===== config.mk =====
export PLATFORM = sky130hd
export DESIGN_NAME = gpf_front
export DESIGN_NICKNAME = d
export VERILOG_FILES = /design/src/sv/gaussian_pdf_fixed_point_defines.svh /design/src/sv/gpf_pkg.sv /design/src/sv/gpf_front.sv
export SDC_FILE = /design/constraint.sdc
export NUM_CORES = 2
export LEC_CHECK = 0
export BUFFER_PORTS_ARGS = -buffer_cell sky130_fd_sc_hd__buf_2
export CORE_ASPECT_RATIO = 0.8
export CORE_MARGIN = 2
export CORE_UTILIZATION = 40
export DETAILED_ROUTE_END_ITERATION = 6
export HOLD_SLACK_MARGIN = 0.1
export PLACE_DENSITY = 0.56
export SLEW_MARGIN = 15
export SYNTH_ARGS = -nofsm -noshare
export SYNTH_HDL_FRONTEND = slang
export SYNTH_SLANG_ARGS = --single-unit

===== constraint.sdc =====
create_clock -name i_clk -period 8.5 [get_ports i_clk]
set_clock_uncertainty 0.05 [all_clocks]
set_input_delay 1.275 -clock i_clk [delete_from_list [all_inputs] [get_ports i_clk]]
set_output_delay 1.275 -clock i_clk [all_outputs]
set_load 0.01 [all_outputs]

===== src/sv/gaussian_pdf_fixed_point_defines.svh =====
// ============================================================================
// Gaussian PDF assertion macros
// Shared concurrent assertion forms for the Gaussian density pipeline.
// ============================================================================
`ifndef GAUSSIAN_PDF_FIXED_POINT_DEFINES_SVH
`define GAUSSIAN_PDF_FIXED_POINT_DEFINES_SVH

// same-cycle implication, disabled in reset
`define GPF_ASSERT_IMPL(lbl, clk, rst_n, ante, cons) \
    lbl: assert property (@(posedge clk) disable iff (!rst_n) (ante) |-> (cons)) \
        else $error("gpf assertion failed");

// next-cycle implication, disabled in reset
`define GPF_ASSERT_NEXT(lbl, clk, rst_n, ante, cons) \
    lbl: assert property (@(posedge clk) disable iff (!rst_n) (ante) |=> (cons)) \
        else $error("gpf assertion failed");

`endif


===== src/sv/gpf_pkg.sv =====
// ============================================================================
// Gaussian PDF package
// Shared job type and fixed-point product helper.
// ============================================================================
`default_nettype none

package gpf_pkg;

    // classified request passed from front to back
    typedef struct packed {
        logic signed [31:0] xm2;
        logic signed [31:0] den;
        logic signed [31:0] divisor;
        logic               fault;
    } t_job;

    // sqrt(2*pi) in Q32
    localparam logic [33:0] SQRT_2PI_Q32 = 34'd10765886462;

    // (a >>> h) * (b >>> h), wrapped to 32 bits
    function automatic logic signed [31:0] fmul(input logic signed [31:0] a,
                                                input logic signed [31:0] b,
                                                input int unsigned h);
        logic signed [31:0] sa;
        logic signed [31:0] sb;
        sa = a >>> h;
        sb = b >>> h;
        return sa * sb;
    endfunction

endpackage

`default_nettype wire


===== src/sv/gpf_front.sv =====
// ============================================================================
// Gaussian PDF front end
// Takes requests, forms the squared terms and flags zero divisors.
// ============================================================================
`default_nettype none

module gpf_front #(
    parameter int FRAC = 16
) (
    input  wire logic                i_clk,
    input  wire logic                i_rst_n,
    input  wire logic                i_take,
    input  wire logic signed [31:0]  i_sample,
    input  wire logic signed [31:0]  i_mean_value,
    input  wire logic [30:0]         i_std_dev,
    output logic                     o_vld,
    output gpf_pkg::t_job            o_job,
    output logic [1:0]               o_busy
);
    localparam int unsigned H = FRAC / 2;
    localparam logic signed [31:0] SQRT2PI = 32'(gpf_pkg::SQRT_2PI_Q32 >> (32 - FRAC));

    logic               r_v0, r_v1;
    logic signed [31:0] r_diff, r_sd;
    logic signed [31:0] r_std2, r_xm2, r_divisor;

    // valid bits
    always_ff @(posedge i_clk) begin
        if (!i_rst_n) begin
            r_v0 <= 1'b0;
            r_v1 <= 1'b0;
        end else begin
            r_v0 <= i_take;
            r_v1 <= r_v0;
        end
    end

    // difference, then three products
    always_ff @(posedge i_clk) begin
        r_diff    <= i_sample - i_mean_value;
        r_sd      <= {1'b0, i_std_dev};
        r_std2    <= gpf_pkg::fmul(r_sd, r_sd, H);
        r_xm2     <= gpf_pkg::fmul(r_diff, r_diff, H);
        r_divisor <= gpf_pkg::fmul(SQRT2PI, r_sd, H);
    end

    // classify
    always_comb begin
        o_job.xm2     = r_xm2;
        o_job.den     = {r_std2[30:0], 1'b0};
        o_job.divisor = r_divisor;
        o_job.fault   = (o_job.den == '0) || (r_divisor == '0);
    end

    assign o_vld  = r_v1;
    assign o_busy = {1'b0, r_v0} + {1'b0, r_v1};

endmodule

`default_nettype wire


==> metrics.md <==
| Metric | Value |
|---|---|
| Worst setup margin | 0.8116 ns |
| Global Route Usage Sum | 19.53% |
| # nets final | 4588 |
| Number of global-route vias before repair | 21750 |
| Clk_lat worst skew | 0.51 ns |
| Avg Cell Area, Syn | 9.377 µm² |
| Dpl ws | 0.8375 ns |
| Largest net degree at the start of global routing | 27 |
| Syn Inst Count | 3258 |
| RSZ-0062 raised after global routing | no |
| DR vias/cell | 4.537 |
| Worst EP required | 8.89 ns |
| First-pass GRT wire length | 118400 µm |
| Wire per inst | 15.88 µm |
| Least-Margin Pin Slew | 1.101 ns |
| 1st-iter DRT viols | 942 |
| EDFF count, synth | 0 |
| Slew Viols, Final | 0 |
| Critical path arrival | 8.08 ns |
| Hold-fix buffer count after cts | 0 |
| Worst Path Max Fanout | 14 |
| Post-Place Cells | 4451 |
| Ys Warns | 0 |
| Core Box Area | 0.07556 mm² |
| Die area | 0.07861 mm² |
| Final Cycle Share | 90.45% |
| Status | finished, final reports clean |
| Final setup violation count | 0 |
| TritonCTS clock tree | done |
| Worst hold path class | reg2reg |
| Ports | 198 |
| Sequential-to-total area share from yosys stat | 9.240% |
| Starting Density | 40.43% |
| Final HPWL DP | 62530 µm |
| DR vias | 20340 |
| F_max | 130.1 MHz |
| Cell Area, Synth | 0.03055 mm² |
| Dominant synthesized flop cell | dfxtp_1 |
| Relative slew margins | 25.80% |
| Die Y-Extent | 251.2 µm |
| CP endpoint kind | flop |
| Die width | 313.0 µm |
| Final GP Congestion | 0.8343 |
| Final std cells w/o fill | 4484 |
| Remaining antenna violation count | 0 |
| DRC | 0 |
| GRT Residual Overflow | 0 |
| TNS Setup | 0 ns |
| Setup Buffers After CTS | 0 |
| CTS clk-pin slew, worst paths | 0.08 ns |
| First-pass DRT Iterations | 5 |
| H-Tree Depth | 4 |
| Post-synth cell types | 60 |
| Final Hold Viols | 0 |
| Flops & latches, synth | 141 |
| Row Count | 90 |
| Layout cells sized above 1 | 8.355% |
| Hold WS | 0.4212 ns |
| Clk root buf | clkbuf_16 |
| Total Routed Length | 71190 µm |
| Asr flop ratio synth | 0% |
| Antenna violations before repair | 3 |
| Fillers | 7460 |
| Max-cap viol count | 0 |
| Longest Clk Path Bufs | 2 |
| Port Buffer Count | 186 |
| CTS Buf Count | 17 |
| Startpoint Class | flop |
| Setup CP Type | reg2reg |
| P&R area growth vs syn | 9.666% |
| Post_cts resized | 0 |
| Tmin final | 7.688 ns |
| Clk sink count | 141 |
-- Yosys cell counts (19+ instances only) --
cell,count,area share (%)
nand2_1,219,2.7
clkbuf_1,62,0.76
inv_1,1042,13
a21oi_1,70,1.1
nor2b_1,19,0.39
ha_1,377,15
dfxtp_1,141,9.2
xor2_1,38,1.1
o21ai_0,42,0.69
a21o_1,37,0.91
nand2b_1,19,0.39
nor2_1,90,1.1
and2_1,183,3.7
fa_1,655,43
xnor2_1,103,3.0
-- kinds of logic after synthesis --
family / share of synthesized area (%)
simple gates: 9.658
other cells: 0.01228
buf+inv: 13.69
fa+ha+maj: 58.36
mux: 0.03277
compound gates: 4.964
flops: 9.240
xor+xnor: 4.042
-- layer usage --
metal | vias up | global-route usage (%) | share of wire, %
met5 | - | 0 | 0
met4 | 0 | 3.131 | 0.90
met3 | 29 | 3.605 | 4.7
met2 | 316 | 28.72 | 42
met1 | 10090 | 30.15 | 53
li1 | 9906 | - | -
-- cells in the final DEF, fill, tap and decap left out, types with 3 or more instances in the layout --
cell type / instances
a211o_1: 4
a211oi_1: 11
a21o_1: 37
a21oi_1: 70
a31o_2: 3
a31oi_1: 6
and2_1: 183
and3_1: 3
buf_2: 186
buf_4: 59
clkbuf_16: 17
conb_1: 3
dfxtp_1: 141
fa_1: 655
ha_1: 377
inv_1: 1042
inv_6: 5
inv_8: 6
nand2_1: 219
nand2b_1: 19
nand3_1: 16
nand4_1: 9
nor2_1: 90
nor2b_1: 19
nor3_1: 11
nor4_1: 16
o211ai_1: 4
o21a_1: 16
o21ai_0: 42
o21bai_1: 11
or2_2: 6
xnor2_1: 103
xor2_1: 38
-- sequential cells by signal, summed over array words and instances, names as in the netlist --
name / flops
r_xm2: 31
r_std2: 29
r_divisor: 32
r_diff: 24
r_v0: 1
o_vld: 1
r_sd: 23
-- stage by stage --
stage	util, %	instance area [µm²]
final	44.34	33500
after global routing	44.34	33500
after CTS	44.34	33500
after detailed placement	43.59	32930
after global placement	43.59	32930
after floorplan	-	30560
-- cell type report --
cell class	instances	area [µm²]	area share (%)
Multi-Input combinational cell	2009	23550	70.30
Inverter	1044	3919	11.70
Sequential cell	141	2823	8.425
Timing Repair Buffer	245	1374	4.101
Tap cell	1012	1266	3.779
Clock buffer	17	425.4	1.270
Clock inverter	15	140.1	0.4183
Antenna cell	1	2.502	0.007469
-- worst max-delay path, stage by stage (launching register included) --
cell,delay (ns)
dfxtp_1,0.85
and2_1,0.27
inv_1,0.07
fa_1,0.53
inv_1,0.05
fa_1,0.52
inv_1,0.05
fa_1,0.55
fa_1,0.45
fa_1,0.55
inv_1,0.05
fa_1,0.48
inv_1,0.05
fa_1,0.47
inv_1,0.04
ha_1,0.34
and3_1,0.22
nor2b_1,0.13
a22oi_1,0.33
a31oi_1,0.30
o31ai_1,0.57
o21ai_0,0.28
a21oi_1,0.27
xnor2_1,0.13
-- path summary, 6_finish.rpt --
path / startpoint / end / slack (ns) / cells past startpoint
hold / removal: r_v0 / o_vld / 0.42 / 1
setup reg to reg: r_diff[10] / r_xm2[31] / 0.81 / 23
hold reg to reg: r_v0 / o_vld / 0.42 / 1
setup / recovery: r_diff[10] / r_xm2[31] / 0.81 / 23
Power is not shown: default switching activity piles up to over one toggle a cycle in this logic, so the estimate is an artifact.
