[src/sv/gaussian_pdf_fixed_point_defines.svh]
// ============================================================================
// Gaussian PDF assertion macros
// Shared concurrent assertion forms for the Gaussian density pipeline.
// ============================================================================
`ifndef GAUSSIAN_PDF_FIXED_POINT_DEFINES_SVH
`define GAUSSIAN_PDF_FIXED_POINT_DEFINES_SVH

// same-cycle implication, disabled in reset
`define GPF_ASSERT_IMPL(lbl, clk, rst_n, ante, cons) \
    lbl: assert property (@(posedge clk) disable iff (!rst_n) (ante) |-> (cons)) \
        else $error("gpf assertion failed");

// next-cycle implication, disabled in reset
`define GPF_ASSERT_NEXT(lbl, clk, rst_n, ante, cons) \
    lbl: assert property (@(posedge clk) disable iff (!rst_n) (ante) |=> (cons)) \
        else $error("gpf assertion failed");

`endif

[src/sv/gpf_fifo.sv]
// ============================================================================
// Gaussian PDF queue
// Small synchronous FIFO with count, used between stages and at the output.
// ============================================================================
`default_nettype none

`include "gaussian_pdf_fixed_point_defines.svh"

module gpf_fifo #(
    parameter int DEPTH = 4,
    parameter int W     = 8
) (
    input  wire logic                       i_clk,
    input  wire logic                       i_rst_n,
    input  wire logic                       i_push,
    input  wire logic [W-1:0]               i_data,
    input  wire logic                       i_pop,
    output logic [W-1:0]                    o_data,
    output logic                            o_empty,
    output logic                            o_full,
    output logic [$clog2(DEPTH+1)-1:0]      o_count
);
    localparam int AW = (DEPTH > 1) ? $clog2(DEPTH) : 1;
    localparam int CW = $clog2(DEPTH+1);

    logic [W-1:0]  r_mem [0:DEPTH-1];
    logic [AW-1:0] r_wp, n_wp, r_rp, n_rp;
    logic [CW-1:0] r_cnt, n_cnt;
    logic          w_wr, w_rd;

    assign o_empty = (r_cnt == '0);
    assign o_full  = (r_cnt == CW'(DEPTH));
    assign o_count = r_cnt;
    assign o_data  = r_mem[r_rp];
    assign w_wr    = i_push && !o_full;
    assign w_rd    = i_pop && !o_empty;

    // pointer and count update
    always_comb begin
        n_wp  = r_wp;
        n_rp  = r_rp;
        n_cnt = r_cnt;
        if (w_wr) begin
            n_wp = (r_wp == AW'(DEPTH-1)) ? '0 : r_wp + 1'b1;
        end
        if (w_rd) begin
            n_rp = (r_rp == AW'(DEPTH-1)) ? '0 : r_rp + 1'b1;
        end
        if (w_wr && !w_rd) begin
            n_cnt = r_cnt + 1'b1;
        end else if (w_rd && !w_wr) begin
            n_cnt = r_cnt - 1'b1;
        end
    end

    always_ff @(posedge i_clk) begin
        if (!i_rst_n) begin
            r_wp  <= '0;
            r_rp  <= '0;
            r_cnt <= '0;
        end else begin
            r_wp  <= n_wp;
            r_rp  <= n_rp;
            r_cnt <= n_cnt;
        end
    end

    // storage write
    always_ff @(posedge i_clk) begin
        if (w_wr) begin
            r_mem[r_wp] <= i_data;
        end
    end

    `GPF_ASSERT_IMPL(a_no_overflow, i_clk, i_rst_n, i_push, !o_full)
    `GPF_ASSERT_NEXT(a_count_up, i_clk, i_rst_n, w_wr && !w_rd, r_cnt == $past(r_cnt) + 1'b1)
    `GPF_ASSERT_NEXT(a_count_down, i_clk, i_rst_n, w_rd && !w_wr, r_cnt == $past(r_cnt) - 1'b1)

endmodule

`default_nettype wire

[config.mk]
export PLATFORM = sky130hd
export DESIGN_NAME = gpf_fifo
export DESIGN_NICKNAME = d
export VERILOG_FILES = /design/src/sv/gpf_fifo.sv
export VERILOG_INCLUDE_DIRS = /design/src /design/src/sv
export SDC_FILE = /design/constraint.sdc
export NUM_CORES = 1
export LEC_CHECK = 0
export ABC_AREA = 1
export BUFFER_PORTS_ARGS = -buffer_cell sky130_fd_sc_hd__buf_4
export CORE_MARGIN = 3
export CORE_UTILIZATION = 40
export CTS_CLUSTER_DIAMETER = 200
export CTS_CLUSTER_SIZE = 14
export DETAILED_ROUTE_END_ITERATION = 10
export PLACE_DENSITY_LB_ADDON = 0.08
export SETUP_SLACK_MARGIN = 0.15
export SYNTH_ARGS = -nofsm -noshare
export SYNTH_HDL_FRONTEND = slang
export SYNTH_SLANG_ARGS = --single-unit
[constraint.sdc]
create_clock -name i_clk -period 1.6 [get_ports i_clk]
set_clock_uncertainty 0.1 [all_clocks]
set_input_delay 0.24 -clock i_clk [delete_from_list [all_inputs] [get_ports i_clk]]
set_output_delay 0.24 -clock i_clk [all_outputs]
set_load 0.01 [all_outputs]
==> results.py, run 1 <==
metrics = {
    "run_status": {
        "run_status": "finished with violations",
        "violations": "negative setup slack",
    },
    "yosys": {
        "synthCells": 148,
        "synth_nets": 167,
        "synth_xor_area_share_pct": 0,
        "ys_seq_area_share_pct": 67.4,
        "synth_cell_types": 18,
        "synth_edf_count": 32,
        "ys_async_sr_fraction_pct": 0,
        "synthAdderAreaFrac_pct": 5.62,
        "synth_compound_area_share_pct": 9.53,
        "synth_top_family_by_area": "simple AND/OR/NAND/NOR gates",
        "ys_warn_count": 0,
        "synth-simple-area-share_pct": 11.9,
        "avgSynthCellArea_sq_um": 11.4,
        "ys_ff_latch": 41,
        "synth_top_flop_cell": "edfxtp_1",
        "synthesis.area_sq_mm": 0.00169,
        "muxShareOfSynthArea_pct": 0,
    },
    "drt": {
        "drcViolationCount": 0,
        "wirelength_um": 3530,
        "ant_nets": 0,
        "wl_per_cell_um": 14.0,
        "dr.pass1.iters": 4,
        "drt_iter0_markers": 27,
        "via_per_inst": 4.82,
        "vias": 1214,
    },
    "setup_path": {
        "cp_max_fo": 2,
        "cp.required_ns": 1.68,
        "cp.arrival_ns": 1.81,
        "r2r_cells": 12,
        "end_kind": "register",
        "startpoint_type": "register",
        "worst-setup-path-type": "register to register",
    },
    "power_and_ir_drop": {
        "intPower_w": 0.00275,
        "pwr-share-seq_pct": 35.7,
        "switching_power_w": 0.00141,
        "swShare_pct": 33.8,
        "leakage_nw": 0.977,
        "pwr-share-clk_pct": 19.3,
        "powerDensity_mw_per_mm2": 1720,
        "vdd_drop_max_mv": 0.991,
        "p_comb_share_pct": 45.0,
    },
    "layout": {
        "layout_common_cells": "buf_4 (37), edfxtp_1 (32), nor2_1 (24), inv_1 (12), o21ai_2 (11)",
        "syn2layout_area_growth_pct": 43.2,
        "diodes": 0,
        "final_area_sq_mm": 0.00242,
        "layout_commonest_cell": "buf_4",
        "final_nets": 220,
        "drive_gt1_share_pct": 49.5,
    },
    "timing": {
        "slew_violations": 0,
        "post-route-period-util_pct": 108,
        "relSlewSlack_pct": 89.7,
        "grt_setup_unrepaired": "true",
        "fmax_mhz": 579,
        "min_period_ns": 1.73,
        "timing_hold_violations_final": 0,
        "setup_viol": 2,
        "worstMarginPinSlew_ns": 0.154,
        "fin_ws_ns": -0.128,
    },
    "global_routing": {
        "grt-ovfl-total": 0,
        "track_usage_pct": 14.9,
        "antenna_found_initial": 0,
        "grt_pass1_wl_um": 5610,
        "grt_pass1_vias": 1169,
        "grt_max_degree": 17,
    },
    "clock_tree": {
        "clkSlewWorstSetupHoldPaths_ns": 0.08,
        "clk_path_buf_depth": 2,
        "cts_htree_levels": 2,
        "cts_tree": "done",
        "cts_root_buf": "clkbuf_8",
        "cts_hold_buf": 0,
        "insertion_delay_ns": 0.28,
        "clock-sinks": 41,
        "cts_buffers": 5,
    },
    "die": {
        "dieArea_sq_mm": 0.00505,
        "die_h_um": 71.1,
        "io_pins": 25,
        "die_w_um": 71.1,
        "rows": 23,
        "core_sq_mm": 0.00403,
        "initial_core_util_pct": 42.0,
    },
    "placement": {
        "io_buffers": 24,
        "dp_hpwl_um": 2350,
        "dp_worst_setup_slack_ns": -0.121,
        "gp_congestion": 0.777,
        "placed_area_sq_mm": 0.00206,
    },
    "min_path": {
        "hold_class": "input pin to register",
        "hold_depth": 1,
    },
    "job": {
        "drv_cap": 0,
    },
}
-- stage by stage --
stage          std cells  total power [W]  hold WS [ns]  utilization [%]  setup TNS, ns
6_report             252          0.00416        0.0480             60.2         -0.237
3_3_place_gp         234          0.00286         0.343             51.1         -0.114
2_1_floorplan        148          0.00226         0.239                -         -0.152
3_5_place_dp         234          0.00292         0.342             51.1         -0.233
5_1_grt              252          0.00443        0.0318             60.2         -0.403
4_1_cts              247          0.00396        0.0380             56.9         -0.199
-- flip-flops by register name (all words and copies together), names as in the netlist, named ones only --
register,cells
r_mem,32
o_count,3
r_rp,2
r_wp,2
-- power by group through the flow --
stage / clock [W] / sequential, W / combinational (W)
final: 0.000803 / 0.00148 / 0.00187
after global placement: 0 / 0.00146 / 0.00140
after floorplan: 0 / 0.00149 / 0.000771
after global routing: 0.000879 / 0.00151 / 0.00204
after detailed placement: 0 / 0.00147 / 0.00146
after CTS: 0.000823 / 0.00148 / 0.00166
-- final cells by class --
class,instances,area [sq um]
clock buffers,6,72.6
well taps,50,62.6
repair buffers,48,407
multi-input cells,86,603
inverters,19,83.8
clock inverters,2,35.0
fillers,346,1610
flip-flops and latches,41,1160
-- Yosys cell counts (2+ instances only) --
master | instances | area, sq um
a21oi_1 | 2 | 10.0
buf_6 | 2 | 22.5
dfxtp_1 | 9 | 180
edfxtp_1 | 32 | 961
ha_1 | 6 | 75.1
inv_1 | 18 | 67.6
nand2_1 | 14 | 52.6
nor2_1 | 33 | 124
o21ai_0 | 14 | 70.1
o21ai_2 | 3 | 26.3
o22ai_1 | 8 | 50.1
-- critical path: stages (launching register included) --
cell and delay (ns):
dfxtp_4 0.35, nor2_4 0.13, nand2_2 0.07, nand2_2 0.10, ha_4 0.16, inv_4 0.04, fa_2 0.38, inv_2 0.07
nand2_2 0.05, nand3_2 0.05, nand2_1 0.04, inv_1 0.05, nor2_1 0.03
-- metal layers --
metal / part of all wire, % / wire, um / GRT usage, % / vias to the layer above
met2: 50 / 1770 / 24.3 / 25
met5: 0 / 0 / 0 / -
met1: 46 / 1610 / 18.5 / 573
li1: - / - / - / 612
met3: 3.6 / 128 / 4.97 / 4
met4: 0.79 / 28 / 5.43 / 0
-- final timing paths --
| check | startpoint | end | slack, ns |
|---|---|---|---|
| worst max register to register | o_count[0] | o_count[2] | -0.13 |
| worst min register to register | r_rp[1] | register | 0.46 |
| worst min-delay path | i_data[5] | r_mem[2][5] | 0.05 |
| worst max-delay path | o_count[0] | o_count[2] | -0.13 |
-- cell families (layout without fill, tap and decap cells) --
group,Yosys count,in the layout
simple gates,51,51
buf+inv,21,75
fa+ha+maj,7,7
flops,41,41
compound gates,28,28
-- timing repair --
item,CTS,global route
resized for setup,40,28
pin swaps,18,14
setup buffers,4,5
setup endpoints to repair,12,44
hold endpoints to repair,0,0
cloned,1,0
Note: power is estimated with default switching activity, not from simulation.
==> inputs of run 2 (changes only) <==
Settings changed: SKIP_LAST_GASP set to 1.
==> results.py, run 2 (synthesis gave the netlist of run 1 again) <==
metrics = {
    "placement": {
        "gp_congestion": 0.777,
        "placed_area_sq_mm": 0.00206,
        "dp_hpwl_um": 2350,
        "dp_worst_setup_slack_ns": -0.121,
        "io_buffers": 24,
    },
    "timing": {
        "post-route-period-util_pct": 108,
        "relSlewSlack_pct": 86.6,
        "grt_setup_unrepaired": "true",
        "worstMarginPinSlew_ns": 0.199,
        "min_period_ns": 1.73,
        "setup_viol": 2,
        "slew_violations": 0,
        "timing_hold_violations_final": 0,
        "fin_ws_ns": -0.131,
        "fmax_mhz": 578,
    },
    "power_and_ir_drop": {
        "p_total_w": 0.00421,
        "p_comb_share_pct": 45.4,
        "leakage_nw": 0.990,
        "pwr-share-seq_pct": 35.5,
        "pwr-share-clk_pct": 19.1,
        "vdd_drop_max_mv": 0.995,
        "powerDensity_mw_per_mm2": 1720,
        "swShare_pct": 34.0,
        "switching_power_w": 0.00143,
        "intPower_w": 0.00278,
    },
    "layout": {
        "drive_gt1_share_pct": 50.5,
        "largest_reg_flops": 32,
        "syn2layout_area_growth_pct": 44.9,
        "largest-register": "r_mem",
        "final_nets": 222,
        "layout_common_cells": "buf_4 (39), edfxtp_1 (32), nor2_1 (25), inv_1 (12), o21ai_2 (12)",
        "final_area_sq_mm": 0.00245,
        "layout_commonest_cell": "buf_4",
        "diodes": 0,
    },
    "global_routing": {
        "grt_pass1_vias": 1170,
        "track_usage_pct": 14.8,
        "grt-ovfl-total": 0,
        "antenna_found_initial": 0,
        "grt_max_degree": 17,
        "grt_pass1_wl_um": 5550,
    },
    "setup_path": {
        "end_kind": "register",
        "crit_slowest_cell": "fa_2",
        "crit_chain": "nor2_4 -> nand2_2 -> nand2_2 -> ha_4 -> inv_4 -> fa_2 -> inv_2 -> nand2_2 -> nand3_2 -> nand2_1 -> inv_1 -> nor2_1",
        "path_common_cell": "nand2_2",
        "max_stage_delay_ns": 0.38,
        "startpoint_type": "register",
        "cp_max_fo": 2,
        "worst-setup-path-type": "register to register",
        "cp.required_ns": 1.68,
        "cp.arrival_ns": 1.81,
    },
    "die": {
        "core_sq_mm": 0.00403,
        "io_pins": 25,
        "die_h_um": 71.1,
        "rows": 23,
        "dieArea_sq_mm": 0.00505,
        "die_w_um": 71.1,
        "initial_core_util_pct": 42.0,
    },
    "run_status": {
        "run_status": "finished with violations",
        "violations": "negative setup slack",
    },
    "drt": {
        "drcViolationCount": 0,
        "drt_iter0_markers": 51,
        "wl_per_cell_um": 14.1,
        "wl_met3_um": 111,
        "dr.pass1.iters": 4,
        "top_layer_used": "met4",
        "met1_length_um": 1630,
        "wirelength_um": 3580,
        "route.met2.wl_um": 1800,
        "vias": 1219,
        "ant_nets": 0,
        "via_per_inst": 4.80,
    },
    "clock_tree": {
        "clkSlewWorstSetupHoldPaths_ns": 0.08,
        "insertion_delay_ns": 0.28,
        "cts_tree": "done",
        "clk_path_buf_depth": 2,
        "cts_root_buf": "clkbuf_8",
        "clock-sinks": 41,
        "cts_htree_levels": 2,
        "cts_buffers": 5,
    },
    "min_path": {
        "hold_class": "input pin to register",
    },
    "job": {
        "drv_cap": 0,
    },
}
[run 2: final cells by class]
type / instances / area [sq um]
clock buffer: 6 / 72.6
inverter: 19 / 88.8
multi-input combinational: 86 / 616
sequential: 41 / 1160
clock inverter: 2 / 35.0
fill: 343 / 1580
timing repair buffer: 49 / 413
tap: 50 / 62.6
timing repair inverter: 1 / 8.76
[run 2: worst paths after layout]
| path | from | to | slack [ns] | depth (start not counted) |
|---|---|---|---|---|
| setup / recovery | o_count[0] | o_count[2] | -0.13 | 12 |
| hold / removal | i_data[5] | r_mem[0][5] | 0.05 | 1 |
| setup reg to reg | o_count[0] | o_count[2] | -0.13 | 12 |
| hold reg to reg | r_rp[1] | register | 0.44 | 4 |
[run 2: power by group through the flow]
stage / Clock [W] / Combinational (W) / Sequential, W
after detailed placement: 0 / 0.00146 / 0.00147
final: 0.000802 / 0.00191 / 0.00150
after global placement: 0 / 0.00140 / 0.00146
after CTS: 0.000823 / 0.00161 / 0.00148
after global routing: 0.000879 / 0.00208 / 0.00152
after floorplan: 0 / 0.000771 / 0.00149
[run 2: worst max-delay path, delay by kind of cell, from the launching register on]
family        cells  cell delay (ns)
buf+inv           3             0.16
flops             1             0.35
fa+ha+maj         2             0.54
simple gates      7             0.47
[run 2: repair_timing]
item / CTS / global route
buffers inserted: 4 / 6
pin swaps: 18 / 16
gates cloned: 1 / 1
endpoints found under the setup margin: 12 / 44
hold buffers: 0 / 0
resized for setup: 28 / 42
[run 2: layer usage]
metal	GRT usage, %	up-vias
met3	4.97	4
met1	18.2	579
met4	5.43	0
met5	0	-
met2	24.2	21
li1	-	615
[run 2: per-stage QoR]
stage | cells | utilization (%) | TNS (ns) | hold WS [ns]
finish | 254 | 60.9 | -0.241 | 0.0465
CTS | 247 | 56.1 | -0.199 | 0.0380
floorplan | 148 | - | -0.152 | 0.239
global route | 254 | 60.9 | -0.704 | 0.0318
detailed placement | 234 | 51.1 | -0.233 | 0.342
global placement | 234 | 51.1 | -0.114 | 0.343
==> inputs of run 3 (changes only) <==
Clock period 1.6 ns to 1.49 ns, I/O delays scaled along.
==> results.py, run 3 (synthesis gave the netlist of run 1 again) <==
metrics = {
    "setup_path": {
        "crit_chain": "nor2_4 -> nand2_2 -> nand2_4 -> inv_2 -> ha_4 -> inv_2 -> fa_2 -> o21ai_2 -> nor2_1",
        "cp_max_fo": 2,
        "cp.arrival_ns": 1.78,
        "rr_startpoint": "o_count[1]",
        "path_common_cell": "inv_2",
        "timing.critical_path.buf_inv": 2,
        "end_kind": "register",
        "cp.required_ns": 1.57,
        "r2r_cells": 9,
        "r2r_slack_ns": -0.21,
        "path_delay_family": "adder cells",
        "max_stage_delay_ns": 0.43,
        "startpoint_type": "register",
        "crit_slowest_cell": "fa_2",
        "worst-setup-path-type": "register to register",
        "worstReg2RegEnd": "o_count[1]",
    },
    "drt": {
        "wirelength_um": 3710,
        "wl_per_cell_um": 15.0,
        "ant_nets": 0,
        "drt_iter0_markers": 43,
        "dr.pass1.iters": 4,
        "via_per_inst": 4.96,
        "drcViolationCount": 0,
        "vias": 1224,
    },
    "min_path": {
        "min_from": "i_data[5]",
        "hold_depth": 1,
        "hold-path-endpoint": "r_mem[2][5]",
        "hold_class": "input pin to register",
    },
    "clock_tree": {
        "insertion_delay_ns": 0.28,
        "cts_htree_levels": 2,
        "clkSlewWorstSetupHoldPaths_ns": 0.08,
        "cts_hold_buf": 0,
        "cts_buffers": 5,
        "clock-sinks": 41,
        "cts_root_buf": "clkbuf_8",
        "cts_tree": "done",
        "clk_path_buf_depth": 2,
    },
    "die": {
        "initial_core_util_pct": 42.0,
        "die_h_um": 71.1,
        "dieArea_sq_mm": 0.00505,
        "io_pins": 25,
        "rows": 23,
        "core_sq_mm": 0.00403,
        "die_w_um": 71.1,
    },
    "run_status": {
        "run_status": "finished with violations",
        "violations": "negative setup slack",
    },
    "placement": {
        "io_buffers": 24,
        "dp_hpwl_um": 2490,
        "dp_worst_setup_slack_ns": -0.240,
        "gp_congestion": 0.782,
    },
    "global_routing": {
        "grt-ovfl-total": 0,
        "track_usage_pct": 15.1,
        "grt_max_degree": 17,
        "grt_pass1_vias": 1222,
        "grt_pass1_wl_um": 5780,
        "antenna_found_initial": 0,
    },
    "layout": {
        "final_nets": 216,
        "layout_common_cells": "edfxtp_1 (32), buf_4 (29), nor2_1 (24), inv_1 (13)",
        "drive_gt1_share_pct": 47.7,
        "layout_commonest_cell": "edfxtp_1",
        "largest-register": "r_mem",
        "diodes": 0,
        "syn2layout_area_growth_pct": 41.6,
        "largest_reg_flops": 32,
    },
    "power_and_ir_drop": {
        "vdd_drop_max_mv": 1.04,
        "leakage_nw": 0.949,
        "p_total_w": 0.00430,
        "powerDensity_mw_per_mm2": 1790,
    },
    "timing": {
        "slew_violations": 0,
        "tns_ns": -0.999,
        "min_period_ns": 1.70,
        "relSlewSlack_pct": 87.5,
        "worstMarginPinSlew_ns": 0.188,
        "fin_ws_ns": -0.212,
        "grt_setup_unrepaired": "true",
        "post-route-period-util_pct": 114,
        "setup_viol": 10,
        "timing_hold_violations_final": 0,
        "fmax_mhz": 588,
    },
    "job": {
        "drv_cap": 0,
    },
}
==> run 3: cell types whose count changed in the layout (fill, tap and decap cells not counted), sizes merged <==
cell / change
buf: -6
bufinv: -1
clkbuf: -1
clkinvlp: +1
==> run 3: metrics by stage <==
step,cell area [sq um],hold slack [ns],util [%],cells
finish,2400,0.0319,59.5,247
global route,2400,0.0170,59.5,247
floorplan,1730,0.222,-,148
detailed placement,2070,0.326,51.3,235
global placement,2070,0.326,51.3,235
CTS,2250,0.0250,55.9,243
==> run 3: what timing repair did <==
action | CTS | global route
gates cloned | 1 | 1
setup buffers | 0 | 3
gates resized for setup | 40 | 35
endpoints found under the setup margin | 45 | 45
pin swaps | 18 | 8
==> run 3: layout make-up <==
class / instances / area [sq um]
clock buffers: 5 / 68.8
clock inverters: 2 / 11.3
fillers: 332 / 1630
inverters: 19 / 88.8
multi-input cells: 86 / 617
flip-flops and latches: 41 / 1160
well taps: 50 / 62.6
repair buffers: 43 / 383
repair inverters: 1 / 8.76
==> run 3: worst max path at each step <==
stage                          start          to  slack (ns)  cells after the start
after global routing      o_count[1]  o_count[2]       -0.28                     11
after CTS                 o_count[1]  o_count[1]       -0.21                      9
after floorplan           o_count[0]  o_count[2]       -0.19                     12
after detailed placement  o_count[2]  o_count[1]       -0.24                      8
after global placement    o_count[0]  o_count[2]       -0.17                     12
final                     o_count[1]  o_count[1]       -0.21                      9
==> run 3: routing by layer <==
layer  vias up  GRT usage (%)  wire (um)
met4         0           4.38         27
met3         4           4.83        166
met2        35           24.9       1950
li1        605              -          -
met5         -              0          0
met1       580           19.2       1570
==> run 3: power by group <==
group | leakage [nW] | internal (W) | switching [W]
Sequential | 0.371 | 0.00145 | 0.000153
Combinational | 0.540 | 0.000994 | 0.00103
Clock | 0.0377 | 0.000314 | 0.000358
